`src/sv/i2cm_pkg.sv`:
```
// ----------------------------------------------------------------------------
// i2cm_pkg
// shared types, command codes and phase tables for the i2c bit engine
// ----------------------------------------------------------------------------
package i2cm_pkg;

  // width of the per-phase tick counter
  localparam int PHASE_COUNT_BITS = 16;
  // width of the phase_ticks register
  localparam int TICKS_W = 16;
  // compare width wide enough for both the register and the counter range
  localparam int LIM_W = ((PHASE_COUNT_BITS > TICKS_W) ? PHASE_COUNT_BITS : TICKS_W) + 1;
  localparam logic [TICKS_W-1:0] TICKS_RESET = 16'd1000;
  localparam int STEP_W = 5;
  localparam int QUEUE_DEPTH = 2;

  typedef enum logic [2:0] {
    CMD_IDLE  = 3'd0,
    CMD_START = 3'd1,
    CMD_STOP  = 3'd2,
    CMD_SEND  = 3'd3,
    CMD_RECV  = 3'd4,
    CMD_RACK  = 3'd5,
    CMD_SACK  = 3'd6
  } cmd_t;

  // one classified tick as it sits in the queue
  typedef struct packed {
    cmd_t       cmd;
    logic [7:0] write_data;
    logic       ack_level;
    logic       sda_in;
  } tick_t;

  // number of pin phases for each command
  function automatic logic [STEP_W-1:0] phase_total(input cmd_t cmd);
    logic [STEP_W-1:0] n;
    case (cmd)
      CMD_START: n = 5'd4;
      CMD_STOP:  n = 5'd4;
      CMD_SEND:  n = 5'd24;
      CMD_RECV:  n = 5'd25;
      CMD_RACK:  n = 5'd4;
      CMD_SACK:  n = 5'd3;
      default:   n = 5'd0;
    endcase
    return n;
  endfunction

endpackage

```
`src/sv/i2cm_if.sv`:
```
// ----------------------------------------------------------------------------
// i2cm_if
// valid/ready channels of the i2c bit engine: tick in, pin status out
// ----------------------------------------------------------------------------
interface i2cm_tick_if;
  logic       valid;
  logic       ready;
  logic [2:0] action;
  logic [7:0] write_data;
  logic       ack_level;
  logic       sda_in;

  modport source (output valid, action, write_data, ack_level, sda_in, input ready);
  modport sink (input valid, action, write_data, ack_level, sda_in, output ready);
endinterface

interface i2cm_status_if;
  logic       valid;
  logic       ready;
  logic       scl_out;
  logic       sda_out;
  logic       busy_res;
  logic       done_res;
  logic [7:0] read_data;
  logic       ack_received;

  modport source (output valid, scl_out, sda_out, busy_res, done_res, read_data,
                  ack_received, input ready);
  modport sink (input valid, scl_out, sda_out, busy_res, done_res, read_data,
                ack_received, output ready);
endinterface

```
`src/sv/i2cm_front.sv`:
```
// ----------------------------------------------------------------------------
// i2cm_front
// accepts ticks and decodes the action field into a command
// ----------------------------------------------------------------------------
module i2cm_front (
  i2cm_tick_if.sink       tick,
  output logic            push_valid,
  input  logic            push_ready,
  output i2cm_pkg::tick_t push_data
);

  i2cm_pkg::cmd_t cmd;

  // unused code seven reads as no command
  always_comb begin
    case (tick.action)
      i2cm_pkg::CMD_START: cmd = i2cm_pkg::CMD_START;
      i2cm_pkg::CMD_STOP:  cmd = i2cm_pkg::CMD_STOP;
      i2cm_pkg::CMD_SEND:  cmd = i2cm_pkg::CMD_SEND;
      i2cm_pkg::CMD_RECV:  cmd = i2cm_pkg::CMD_RECV;
      i2cm_pkg::CMD_RACK:  cmd = i2cm_pkg::CMD_RACK;
      i2cm_pkg::CMD_SACK:  cmd = i2cm_pkg::CMD_SACK;
      default:             cmd = i2cm_pkg::CMD_IDLE;
    endcase
  end

  assign push_valid           = tick.valid;
  assign tick.ready           = push_ready;
  assign push_data.cmd        = cmd;
  assign push_data.write_data = tick.write_data;
  assign push_data.ack_level  = tick.ack_level;
  assign push_data.sda_in     = tick.sda_in;

endmodule

```
`src/sv/i2cm_queue.sv`:
```
// ----------------------------------------------------------------------------
// i2cm_queue
// two-entry fifo between the decode front and the sequencer
// ----------------------------------------------------------------------------
module i2cm_queue (
  input  logic            clk,
  input  logic            rst,
  input  logic            push_valid,
  output logic            push_ready,
  input  i2cm_pkg::tick_t push_data,
  output logic            pop_valid,
  input  logic            pop_ready,
  output i2cm_pkg::tick_t pop_data
);

  localparam int PTR_W = $clog2(i2cm_pkg::QUEUE_DEPTH);

  i2cm_pkg::tick_t mem [i2cm_pkg::QUEUE_DEPTH];
  logic [PTR_W-1:0] wr_ptr;
  logic [PTR_W-1:0] rd_ptr;
  logic [PTR_W:0]   count;
  logic             do_push;
  logic             do_pop;

  assign push_ready = (count != (PTR_W+1)'(i2cm_pkg::QUEUE_DEPTH));
  assign pop_valid  = (count != '0);
  assign pop_data   = mem[rd_ptr];
  assign do_push    = push_valid && push_ready;
  assign do_pop     = pop_valid && pop_ready;

  always_ff @(posedge clk) begin
    if (do_push) begin
      mem[wr_ptr] <= push_data;
    end
  end

  always_ff @(posedge clk) begin
    if (rst) begin
      wr_ptr <= '0;
      rd_ptr <= '0;
      count  <= '0;
    end else begin
      if (do_push) begin
        wr_ptr <= wr_ptr + 1'b1;
      end
      if (do_pop) begin
        rd_ptr <= rd_ptr + 1'b1;
      end
      case ({do_push, do_pop})
        2'b10:   count <= count + 1'b1;
        2'b01:   count <= count - 1'b1;
        default: count <= count;
      endcase
    end
  end

endmodule

```
`src/sv/i2cm_back.sv`:
```
// ----------------------------------------------------------------------------
// i2cm_back
// pin phase sequencer with a registered status output
// ----------------------------------------------------------------------------
module i2cm_back (
  input  logic                          clk,
  input  logic                          rst,
  input  logic [i2cm_pkg::TICKS_W-1:0]  phase_ticks,
  input  logic                          pop_valid,
  output logic                          pop_ready,
  input  i2cm_pkg::tick_t               pop_data,
  i2cm_status_if.source                 status
);

  localparam int PCB  = i2cm_pkg::PHASE_COUNT_BITS;
  localparam int LW   = i2cm_pkg::LIM_W;
  localparam int SW   = i2cm_pkg::STEP_W;

  // sequencer state
  i2cm_pkg::cmd_t cur;
  i2cm_pkg::cmd_t cur_next;
  logic [PCB-1:0] cnt;
  logic [PCB-1:0] cnt_next;
  logic [SW-1:0]  step;
  logic [SW-1:0]  step_next;
  logic [1:0]     sub;
  logic [1:0]     sub_next;
  logic [2:0]     bitx;
  logic [2:0]     bitx_next;
  logic           scl;
  logic           scl_next;
  logic           sda;
  logic           sda_next;
  logic [7:0]     shreg;
  logic [7:0]     shreg_next;
  logic           ackr;
  logic           ackr_next;
  logic [7:0]     tx;
  logic [7:0]     tx_next;
  logic           done_next;

  logic           adv;
  logic [LW-1:0]  lim;
  logic [LW-1:0]  cap;
  logic           phase_end;
  logic           run;
  i2cm_pkg::cmd_t run_cmd;
  logic [SW-1:0]  run_step;
  logic [7:0]     bit_mask;

  assign pop_ready = !status.valid || status.ready;
  assign adv       = pop_valid && pop_ready;

  // zero reads as one, and the length saturates to the counter range
  always_comb begin
    cap = LW'((64'd1 << PCB) - 64'd1);
    lim = (phase_ticks == '0) ? LW'(1) : LW'(phase_ticks);
    if (lim > cap) begin
      lim = cap;
    end
    phase_end = (LW'(cnt) + LW'(1)) >= lim;
  end

  always_comb begin
    cur_next   = cur;
    cnt_next   = cnt;
    step_next  = step;
    sub_next   = sub;
    bitx_next  = bitx;
    scl_next   = scl;
    sda_next   = sda;
    shreg_next = shreg;
    ackr_next  = ackr;
    tx_next    = tx;
    done_next  = 1'b0;
    run        = 1'b0;
    run_cmd    = cur;
    run_step   = step;
    bit_mask   = 8'h80;

    if (cur == i2cm_pkg::CMD_IDLE) begin
      if (pop_data.cmd != i2cm_pkg::CMD_IDLE) begin
        cur_next  = pop_data.cmd;
        step_next = '0;
        cnt_next  = '0;
        // receive byte starts one phase early so its bit counters wrap to zero
        if (pop_data.cmd == i2cm_pkg::CMD_RECV) begin
          sub_next   = 2'd2;
          bitx_next  = 3'd7;
          shreg_next = '0;
        end else begin
          sub_next  = 2'd0;
          bitx_next = 3'd0;
        end
        if (pop_data.cmd == i2cm_pkg::CMD_SEND) begin
          tx_next = pop_data.write_data;
        end else if (pop_data.cmd == i2cm_pkg::CMD_SACK) begin
          tx_next = {7'd0, pop_data.ack_level};
        end
        run      = 1'b1;
        run_cmd  = pop_data.cmd;
        run_step = '0;
      end
    end else if (phase_end) begin
      cnt_next  = '0;
      step_next = step + 1'b1;
      if (sub == 2'd2) begin
        sub_next  = 2'd0;
        bitx_next = bitx + 1'b1;
      end else begin
        sub_next = sub + 1'b1;
      end
      if (step_next >= i2cm_pkg::phase_total(cur)) begin
        cur_next  = i2cm_pkg::CMD_IDLE;
        step_next = '0;
        done_next = 1'b1;
      end else begin
        run      = 1'b1;
        run_step = step_next;
      end
    end else begin
      cnt_next = cnt + 1'b1;
    end

    bit_mask = 8'h80 >> bitx_next;

    // pin change or sample that opens the phase
    if (run) begin
      case (run_cmd)
        i2cm_pkg::CMD_START: begin
          case (run_step[1:0])
            2'd0:    scl_next = 1'b1;
            2'd1:    sda_next = 1'b1;
            2'd2:    sda_next = 1'b0;
            default: scl_next = 1'b0;
          endcase
        end
        i2cm_pkg::CMD_STOP: begin
          case (run_step[1:0])
            2'd0:    scl_next = 1'b0;
            2'd1:    sda_next = 1'b0;
            2'd2:    scl_next = 1'b1;
            default: sda_next = 1'b1;
          endcase
        end
        i2cm_pkg::CMD_SEND: begin
          case (sub_next)
            2'd0:    sda_next = |(tx_next & bit_mask);
            2'd1:    scl_next = 1'b1;
            default: scl_next = 1'b0;
          endcase
        end
        i2cm_pkg::CMD_RECV: begin
          if (run_step == '0) begin
            sda_next = 1'b1;
          end else begin
            case (sub_next)
              2'd0: scl_next = 1'b1;
              2'd1: begin
                if (pop_data.sda_in) begin
                  shreg_next = shreg_next | bit_mask;
                end
              end
              default: scl_next = 1'b0;
            endcase
          end
        end
        i2cm_pkg::CMD_RACK: begin
          case (run_step[1:0])
            2'd0:    sda_next  = 1'b1;
            2'd1:    scl_next  = 1'b1;
            2'd2:    ackr_next = pop_data.sda_in;
            default: scl_next  = 1'b0;
          endcase
        end
        i2cm_pkg::CMD_SACK: begin
          case (run_step[1:0])
            2'd0:    sda_next = tx_next[0];
            2'd1:    scl_next = 1'b1;
            default: scl_next = 1'b0;
          endcase
        end
        default: begin
          scl_next = scl;
        end
      endcase
    end
  end

  always_ff @(posedge clk) begin
    if (rst) begin
      cur   <= i2cm_pkg::CMD_IDLE;
      cnt   <= '0;
      step  <= '0;
      sub   <= '0;
      bitx  <= '0;
      scl   <= 1'b1;
      sda   <= 1'b1;
      shreg <= '0;
      ackr  <= 1'b1;
      tx    <= '0;
    end else if (adv) begin
      cur   <= cur_next;
      cnt   <= cnt_next;
      step  <= step_next;
      sub   <= sub_next;
      bitx  <= bitx_next;
      scl   <= scl_next;
      sda   <= sda_next;
      shreg <= shreg_next;
      ackr  <= ackr_next;
      tx    <= tx_next;
    end
  end

  // status register
  always_ff @(posedge clk) begin
    if (rst) begin
      status.valid <= 1'b0;
    end else if (pop_ready) begin
      status.valid <= pop_valid;
    end
  end

  always_ff @(posedge clk) begin
    if (adv) begin
      status.scl_out      <= scl_next;
      status.sda_out      <= sda_next;
      status.busy_res     <= (cur_next != i2cm_pkg::CMD_IDLE);
      status.done_res     <= done_next;
      status.read_data    <= shreg_next;
      status.ack_received <= ackr_next;
    end
  end

  a_idle_step_zero: assert property (@(posedge clk) disable iff (rst)
    (cur == i2cm_pkg::CMD_IDLE) |-> (step == '0))
    else $error("step index not cleared while idle");

  a_step_in_range: assert property (@(posedge clk) disable iff (rst)
    (cur != i2cm_pkg::CMD_IDLE) |-> (step < i2cm_pkg::phase_total(cur)))
    else $error("step index past end of command");

  a_done_not_busy: assert property (@(posedge clk) disable iff (rst)
    (status.valid && status.done_res) |-> !status.busy_res)
    else $error("done with busy still set");

  a_cmd_starts: assert property (@(posedge clk) disable iff (rst)
    (adv && cur == i2cm_pkg::CMD_IDLE && pop_data.cmd != i2cm_pkg::CMD_IDLE)
      |=> (cur != i2cm_pkg::CMD_IDLE))
    else $error("accepted command did not start");

endmodule

```
`src/sv/i2c_master_bit_engine.sv`:
```
// ----------------------------------------------------------------------------
// i2c_master_bit_engine
// bit-level i2c master: start, stop, byte and ack phases timed in ticks
// ----------------------------------------------------------------------------
//  channel   dir  handshake     contents
//  tick      in   valid/ready   action, write_data, ack_level, sda_in
//  status    out  valid/ready   scl_out, sda_out, busy_res, done_res,
//                               read_data, ack_received
//  cfg       in   cfg_we        phase_ticks (cfg_data)
//
//  one tick item is taken per cycle while the queue has room, and yields one status item
//  (decode into the queue, then the sequencer step into the status register)
//  throughput is set by the sequencer, which retires one queued tick each cycle while
//  the status output is not stalled; a stalled status output holds the sequencer and
//  the two-entry queue keeps the tick side taking items until it fills
//  rst is synchronous: pins released high, sequencer idle, phase_ticks 1000
// ----------------------------------------------------------------------------
module i2c_master_bit_engine (
  input  logic                         clk,
  input  logic                         rst,
  input  logic                         cfg_we,
  input  logic [i2cm_pkg::TICKS_W-1:0] cfg_data,
  i2cm_tick_if.sink                    tick,
  i2cm_status_if.source                status
);

  // phase length register
  logic [i2cm_pkg::TICKS_W-1:0] phase_ticks;

  // front to queue
  logic            push_valid;
  logic            push_ready;
  i2cm_pkg::tick_t push_data;

  // queue to sequencer
  logic            pop_valid;
  logic            pop_ready;
  i2cm_pkg::tick_t pop_data;

  // the user must write only with the queue drained, so writes land between items; the block does not enforce it
  always_ff @(posedge clk) begin
    if (rst) begin
      phase_ticks <= i2cm_pkg::TICKS_RESET;
    end else if (cfg_we) begin
      phase_ticks <= cfg_data;
    end
  end

  // decode the action code of each tick
  i2cm_front u_front (
    .tick       (tick),
    .push_valid (push_valid),
    .push_ready (push_ready),
    .push_data  (push_data)
  );

  // decouples tick acceptance from status backpressure
  i2cm_queue u_queue (
    .clk        (clk),
    .rst        (rst),
    .push_valid (push_valid),
    .push_ready (push_ready),
    .push_data  (push_data),
    .pop_valid  (pop_valid),
    .pop_ready  (pop_ready),
    .pop_data   (pop_data)
  );

  // phase sequencer and status register
  i2cm_back u_back (
    .clk         (clk),
    .rst         (rst),
    .phase_ticks (phase_ticks),
    .pop_valid   (pop_valid),
    .pop_ready   (pop_ready),
    .pop_data    (pop_data),
    .status      (status)
  );

endmodule
```
`src/flat_wrapper.sv`:
```
// flat-port wrapper written by rule: the top's interface ports become plain ports
module i2c_master_bit_engine_flat 
  (clk, rst, cfg_we, cfg_data, tick_valid, tick_action, tick_write_data, tick_ack_level, tick_sda_in, tick_ready, status_valid, status_scl_out, status_sda_out, status_busy_res, status_done_res, status_read_data, status_ack_received, status_ready);
  i2cm_tick_if tick_i ();
  i2cm_status_if status_i ();
  input  logic clk;
  input  logic rst;
  input  logic cfg_we;
  input  logic [i2cm_pkg::TICKS_W-1:0] cfg_data;
  input wire logic [$bits(tick_i.valid)-1:0] tick_valid;
  input wire logic [$bits(tick_i.action)-1:0] tick_action;
  input wire logic [$bits(tick_i.write_data)-1:0] tick_write_data;
  input wire logic [$bits(tick_i.ack_level)-1:0] tick_ack_level;
  input wire logic [$bits(tick_i.sda_in)-1:0] tick_sda_in;
  output wire logic [$bits(tick_i.ready)-1:0] tick_ready;
  output wire logic [$bits(status_i.valid)-1:0] status_valid;
  output wire logic [$bits(status_i.scl_out)-1:0] status_scl_out;
  output wire logic [$bits(status_i.sda_out)-1:0] status_sda_out;
  output wire logic [$bits(status_i.busy_res)-1:0] status_busy_res;
  output wire logic [$bits(status_i.done_res)-1:0] status_done_res;
  output wire logic [$bits(status_i.read_data)-1:0] status_read_data;
  output wire logic [$bits(status_i.ack_received)-1:0] status_ack_received;
  input wire logic [$bits(status_i.ready)-1:0] status_ready;
  assign tick_i.valid = tick_valid;
  assign tick_i.action = tick_action;
  assign tick_i.write_data = tick_write_data;
  assign tick_i.ack_level = tick_ack_level;
  assign tick_i.sda_in = tick_sda_in;
  assign tick_ready = tick_i.ready;
  assign status_valid = status_i.valid;
  assign status_scl_out = status_i.scl_out;
  assign status_sda_out = status_i.sda_out;
  assign status_busy_res = status_i.busy_res;
  assign status_done_res = status_i.done_res;
  assign status_read_data = status_i.read_data;
  assign status_ack_received = status_i.ack_received;
  assign status_i.ready = status_ready;
  i2c_master_bit_engine u_core (.clk(clk), .rst(rst), .cfg_we(cfg_we), .cfg_data(cfg_data), .tick(tick_i), .status(status_i));
endmodule
```
`config.mk`:
```
export PLATFORM = sky130hd
export DESIGN_NAME = i2c_master_bit_engine_flat
export DESIGN_NICKNAME = d
export VERILOG_FILES = /design/src/sv/i2cm_pkg.sv /design/src/sv/i2cm_if.sv /design/src/sv/i2cm_front.sv /design/src/sv/i2cm_queue.sv /design/src/sv/i2cm_back.sv /design/src/sv/i2c_master_bit_engine.sv /design/src/flat_wrapper.sv
export SDC_FILE = /design/constraint.sdc
export NUM_CORES = 1
export LEC_CHECK = 0
export BUFFER_PORTS_ARGS = -buffer_cell sky130_fd_sc_hd__buf_2
export CAP_MARGIN = 20
export CORE_MARGIN = 1.5
export CORE_UTILIZATION = 60
export DETAILED_ROUTE_END_ITERATION = 12
export PLACE_DENSITY = 0.8
export SLEW_MARGIN = 25
export SYNTH_ARGS = -nofsm -noshare
export SYNTH_HDL_FRONTEND = slang
export SYNTH_SLANG_ARGS = --single-unit
```
`constraint.sdc`:
```
create_clock -name clk -period 5.91 [get_ports clk]
set_input_delay 0.2955 -clock clk [delete_from_list [all_inputs] [get_ports clk]]
set_output_delay 0.2955 -clock clk [all_outputs]
set_load 0.03 [all_outputs]
```
Word-level counts from Yosys, hierarchy flattened:

Memory sizes are Yosys's and may differ from the RTL's. A register that Yosys moved wholly into a read port is not among the register bits.
Index checks and enable logic that the tools add are counted.

* bitwise operators: 3
* mux-type cells: 73
* add/subtract/negate cells: 9
* order comparisons: 3
* shifts and indexed selects: 1
* equal/unequal tests: 29
* reductions and logical operators: 21

Operator list (number)
* 8-bit two-way mux: 12
* 16-bit two-way mux: 5
* 5-bit two-way mux: 9
* 3-bit equality test, second input constant: 11
* 3-bit two-way mux: 10
* 3-bit by 2-bit equality test with 1-bit output, second input constant: 7
* 5-bit one-hot mux with 4 select lines: 1
* 1-bit two-way mux: 19
* 3-bit one-hot mux with 6 select lines: 1
* 16-bit by 1-bit adder with 17-bit output, second input constant: 1
* 17-bit greater-or-equal comparator: 1
* 16-bit by 1-bit adder with 16-bit output, second input constant: 1
* 16-bit > comparator, second input constant: 1
* 16-bit logical NOT: 1
* 1-bit one-hot mux with 2 select lines: 8
* 1-bit one-hot mux with 6 select lines: 2
* 2-bit two-way mux: 5
* 3-bit by 1-bit equality test with 1-bit output, second input constant: 3
* 8-bit bitwise AND: 1
* 8-bit OR: 1
* 8-bit OR reduction: 1
* 8-bit by 3-bit >> shifter with 8-bit output, first input constant: 1
* 2-bit by 1-bit equality test with 1-bit output, second input constant: 3
* 2-bit equality test, second input constant: 3
* other kinds (21): 31

* input port bits: 34
* flip-flop bits (word level): 82
* bits in writable memories: 26
* logic and storage cells: 161
* output and inout bits: 15
* memories kept: 1

Memories
* u_core.u_queue.mem: depth 2, width 13, read ports 1, clocked after Yosys merged registers in 1, write ports 1, RTL line i2cm_queue.sv:18 `i2cm_pkg::tick_t mem [i2cm_pkg::QUEUE_DEPTH];`

Logic depth before layout (Yosys ltp):

* depth in word-level cells: 16
* gate-level depth with buffers: 22
* mapped depth without buffers: 21

By module:

From an unflattened synthesis, not the netlist that was laid out.

* cells, all modules: 705
* area total of the unflattened synthesis: 6398.6 µm²

Modules (own cells, without submodules)
* i2cm_back: cells an instance 574, seq. area each 1371.3 µm², area each 4530.6 µm², times used 1
* i2cm_queue: cells an instance 64, seq. area each 880.8 µm², area each 1154.9 µm², times used 1
* i2c_master_bit_engine: cells an instance 52, seq. area each 320.3 µm², area each 600.6 µm², times used 1
* i2cm_front: cells an instance 15, seq. area each 0.0 µm², area each 112.6 µm², times used 1

Worst setup path after synthesis:

OpenSTA, ideal clock, no wires.

* kind: register to register
* from: register u_core.u_back.cnt[2]
* to: register u_core.u_back.status.scl_out, data pin
* clock period less this slack: 4554 ps
* data arrival time: 4286 ps
* path buffers: 0
* stages on the path, launching flop included: 21
* slack: 1356 ps
* cells stage by stage: dfxtp_1 > and3_1 > and3_1 > and2_1 > and3_1 > xor2_1 > ha_1 > nand3_1 > a21oi_1 > or4_4 > a22oi_2 > and3_1 > nor2_1 > ha_1 > a21oi_1 > o21ai_0 > a41oi_1 > o211ai_1 > a2111oi_2 > o211ai_1 > a21boi_0

* word-level cells in the longest chain between the ends: 9
* elaborated cells on any way between the ends: 25
* classes of those cells: 1 x add/sub; 1 x order compare; 3 x eq/ne; 15 x mux; 5 x reduce/logical

Ends and longest elaborated chain
* start: declaration: RTL line i2cm_back.sv:22 `logic [PCB-1:0] cnt;`
* start signal: assignment: RTL line i2cm_back.sv:204 `cnt <= cnt_next;`
* 16-bit by 1-bit adder with 17-bit output *: RTL line i2cm_back.sv:61 `phase_end = (LW'(cnt) + LW'(1)) >= lim;`
* 17-bit greater-or-equal comparator *: RTL line i2cm_back.sv:61
* 5-bit two-way mux or 2-bit two-way mux (tied branches): RTL line i2cm_back.sv:104 `end else if (phase_end) begin`
* 5-bit two-way mux or 2-bit two-way mux (tied branches): RTL line i2cm_back.sv:81 `if (cur == i2cm_pkg::CMD_IDLE) begin`
* 2-bit equality test, or another cell as far along: RTL line i2cm_back.sv:131, i2cm_back.sv:139, i2cm_back.sv:169
* 2-bit OR reduction (no source line) or 1-bit one-hot mux with 2 select lines (tied branches)
* 1-bit one-hot mux with 2 select lines, or another cell as far along: RTL line i2cm_back.sv:169 `case (run_step[1:0])`
* 1-bit one-hot mux with 6 select lines: RTL line i2cm_back.sv:129 `case (run_cmd)`
* 1-bit two-way mux *: RTL line i2cm_back.sv:128 `if (run) begin`
* named net u_core.u_back.scl_next: RTL line i2cm_back.sv:31 `logic scl_next;`
* end signal: assignment: RTL line i2cm_back.sv:227 `status.scl_out <= scl_next;`
* end: declaration: RTL line i2cm_if.sv:27 `modport source (output valid, scl_out, sda_out, busy_res, done_res, read_data,`

Mark *: on every way through the listed nets, which the timed path passes. The rest lies on a longest branch.
A chain may end at the register's enable or synchronous reset.

Final worst setup path:

Same ends and word-level chain as after synthesis.

==> out/summary.txt <==
outcome -> finished clean
CP Class -> reg2reg
Final Max Tran Viols -> 0
Hold Path Class -> in2reg
Post-Syn Instances -> 668
placer's final routability congestion estimate -> 0.906
Peak Freq -> 0.193 GHz
synth unique cells -> 74
Final Core Density -> 0.677
final setup margin -> 0.724 ns
grt total ovfl -> 0
top post-synthesis cells by area -> dfxtp_1 23%, edfxtp_1 19%, ha_1 6.1%
NetSw -> 1420 uW
CTS tree -> built
Hold Buf Count CTS -> 0
Top-Level Pins -> 49
Detailed Place HPWL -> 10.7 mm
initial core utilization -> 0.623
YS warnings -> 0
Arr. time, crit path -> 5.32 ns
number of global-route vias before repair -> 5144
final hold vios -> 0
CORE AREA -> 0.00986 mm^2
Syn Nets -> 732
Via density -> 6.19
top-count cell post-synth -> nor2_1
Post-CTS Setup Inserts -> 0
full die area -> 0.0109 mm^2
RSZ-0062 raised after global routing -> no
H-tree depth -> 3
critical path required time -> 6.04 ns
CP max FO -> 6
Post-CTS Resized -> 0
Critical Path Source Type -> register
Root Buffer -> clkbuf_8
leakage power -> 0.00262 uW
Slew @ Worst Pin -> 0.890 ns
pre-CTS WS -> 0.831 ns
dominant cell type by area after synthesis -> dfxtp_1
Clk network pwr share -> 0.158
Final Skew -> 0.0161 ns
Final min period -> 5.19 ns
via count -> 5208
Avg Inst Size Synth -> 9.20 um^2
initial antenna violation count -> 0
synth-to-layout area growth -> 8.67%
EDFF count, synth -> 39
pwr/cell area -> 461 mW/mm^2
Comb pwr share -> 0.493
number of DRC markers in iteration 0 -> 383
later-pin clock latency in the skew report -> 0.38 ns
largest net degree at the start of global routing -> 66
GRT Overall Usage -> 0.280
Final ANT Viol Nets -> 0
TritonCTS buffer count -> 9
Seq/Total Area, Yosys -> 0.418
worst vdd ir -> 0.000404 V
Routed wire per std cell -> 17.5 um
crit path capture type -> register
Die Span Y -> 104 um
chip width -> 104 um
Synth Register Bits -> 109
Buffers on Ports -> 48
Seq pwr share -> 0.349
Switching Share -> 0.462
most frequent cells after synthesis -> 87 x nor2_1, 70 x dfxtp_1, 58 x nand2_1, 48 x a21oi_1, 39 x edfxtp_1
Max Buffers Root-to-Sink -> 2
Final setup viols -> 0
CTS clock-pin slew for the worst setup and hold paths -> 0.12 ns
crit share post-route -> 0.877
layout cells sized above 1 -> 0.148
total power -> 3080 uW
Slew Limit Headroom -> 0.407
Synth top area share -> 0.228
max-cap violation count -> 0
Setup TNS -> 0 ns
DRC violations left -> 0
Nets -> 767
final wirelength -> 14.7 mm
TritonCTS Sinks -> 109
Row Count -> 36
global-route wire length before repair -> 24.6 mm
Internal -> 1660 uW
Ant. Diodes -> 0
synthesized area -> 0.00615 mm^2
Main synth FF type -> dfxtp_1
Async SR Flop Fraction -> 0
First-pass DRT Iterations -> 6
[final cells by class]
type | count | area, um^2
clock buffer | 9 | 124
clock inverter | 7 | 91.3
fill | 773 | 3180
inverter | 26 | 97.6
multi-input combinational | 504 | 3350
sequential | 109 | 2570
tap | 133 | 166
timing repair buffer | 53 | 278
[power by group through the flow]
stage          clock [uW]  sequential (uW)  combinational [uW]
3_3_place_gp            0             1080                1460
6_report              487             1070                1520
4_1_cts               492             1070                1500
2_1_floorplan           0             1110                1090
3_5_place_dp            0             1090                1490
5_1_grt               519             1090                1660
[sequential cells by signal (all words and copies together), names as in the netlist, 2 cells and up, named ones only]
name / count
u_core.u_queue.mem: 26
u_core.phase_ticks: 16
u_core.u_back.cnt: 16
u_core.u_back.shreg: 8
u_core.u_back.status.read_data: 8
u_core.u_back.tx: 8
u_core.u_back.step: 5
u_core.u_back.bitx: 3
u_core.u_back.cur: 3
u_core.u_back.sub: 2
u_core.u_queue.count: 2
[layout by cell type, fill, tap and decap left out, types with 5 or more instances in the layout]
cell type  Yosys  routed
nand2b_1       7       7
a2bb2oi_1      6       6
o21ai_0       16      16
buf_2          7      48
a21o_1         5       5
and2_1        10      10
and3_1         9       9
xnor2_1       12      12
nor2b_1        5       5
nor3_1        12      12
buf_4          1       5
mux2i_1       20      20
or3_1          6       6
nor4_1        10      10
clkbuf_8       0       9
a22o_1         8       8
a211oi_1      14      14
nand4_1       12      12
nand2_1       58      58
nand3b_1       7       7
a32oi_1        9       9
nor2_1        87      86
a21boi_0       5       5
edfxtp_1      39      39
xor2_1        10      10
ha_1          30      30
nand3_1       21      21
dfxtp_1       70      70
o211ai_1       9       9
a21oi_1       48      48
inv_1         26      26
[through the flow]
| step | instance area, um^2 | hold WS, ns | cells |
|---|---|---|---|
| after floorplan | 6150 | 0.394 | 668 |
| after global placement | 6460 | 0.449 | 825 |
| after detailed placement | 6460 | 0.473 | 825 |
| after CTS | 6680 | 0.0841 | 841 |
| after global routing | 6680 | 0.0746 | 841 |
| final | 6680 | 0.0887 | 841 |
[critical path: stages, from the launching register on]
cell and delay (ns):
dfxtp_1 0.45, and3_1 0.29, and3_1 0.25, and2_1 0.22, and3_1 0.21, xor2_1 0.20
ha_1 0.26, nand3_1 0.12, a21oi_1 0.07, or4_4 0.56, a22oi_2 0.30, and3_1 0.26
nor2_1 0.09, ha_1 0.34, a21oi_1 0.15, o21ai_0 0.09, a41oi_1 0.23, o211ai_1 0.13
a2111oi_2 0.40, o211ai_1 0.18, a21boi_0 0.16
[layer usage]
metal,track usage,share of wire,up-vias
met5,0,0,-
met4,0.122,0.023,0
met3,0.0558,0.062,23
met2,0.470,0.48,182
met1,0.348,0.43,2481
li1,-,-,2522
[logic make-up after synthesis]
logic type               count (synthesis)  synth area share
AO/OA/AOI/OAI                          166             0.200
XOR/XNOR                                22            0.0313
adder cells (fa/ha/maj)                 30            0.0611
buffers and inverters                   55            0.0368
flip-flops                             109             0.418
multiplexers                            25            0.0421
AND/OR/NAND/NOR                        261             0.210
[path summary, 6_finish.rpt]
path	cells past startpoint	slack, ns	startpoint	to
setup / recovery	20	0.72	u_core.u_back.cnt[2]$_SDFFE_PP0P_	u_core.u_back.status.scl_out$_DFFE_PP_
hold / removal	1	0.09	tick_write_data[0]	u_core.u_queue.mem[0][2]$_DFFE_PP_
setup reg to reg	20	0.72	u_core.u_back.cnt[2]$_SDFFE_PP0P_	u_core.u_back.status.scl_out$_DFFE_PP_
hold reg to reg	2	0.49	u_core.u_back.cnt[1]$_SDFFE_PP0P_	u_core.u_back.cnt[1]$_SDFFE_PP0P_
Note: power is estimated with default switching activity, not from simulation.
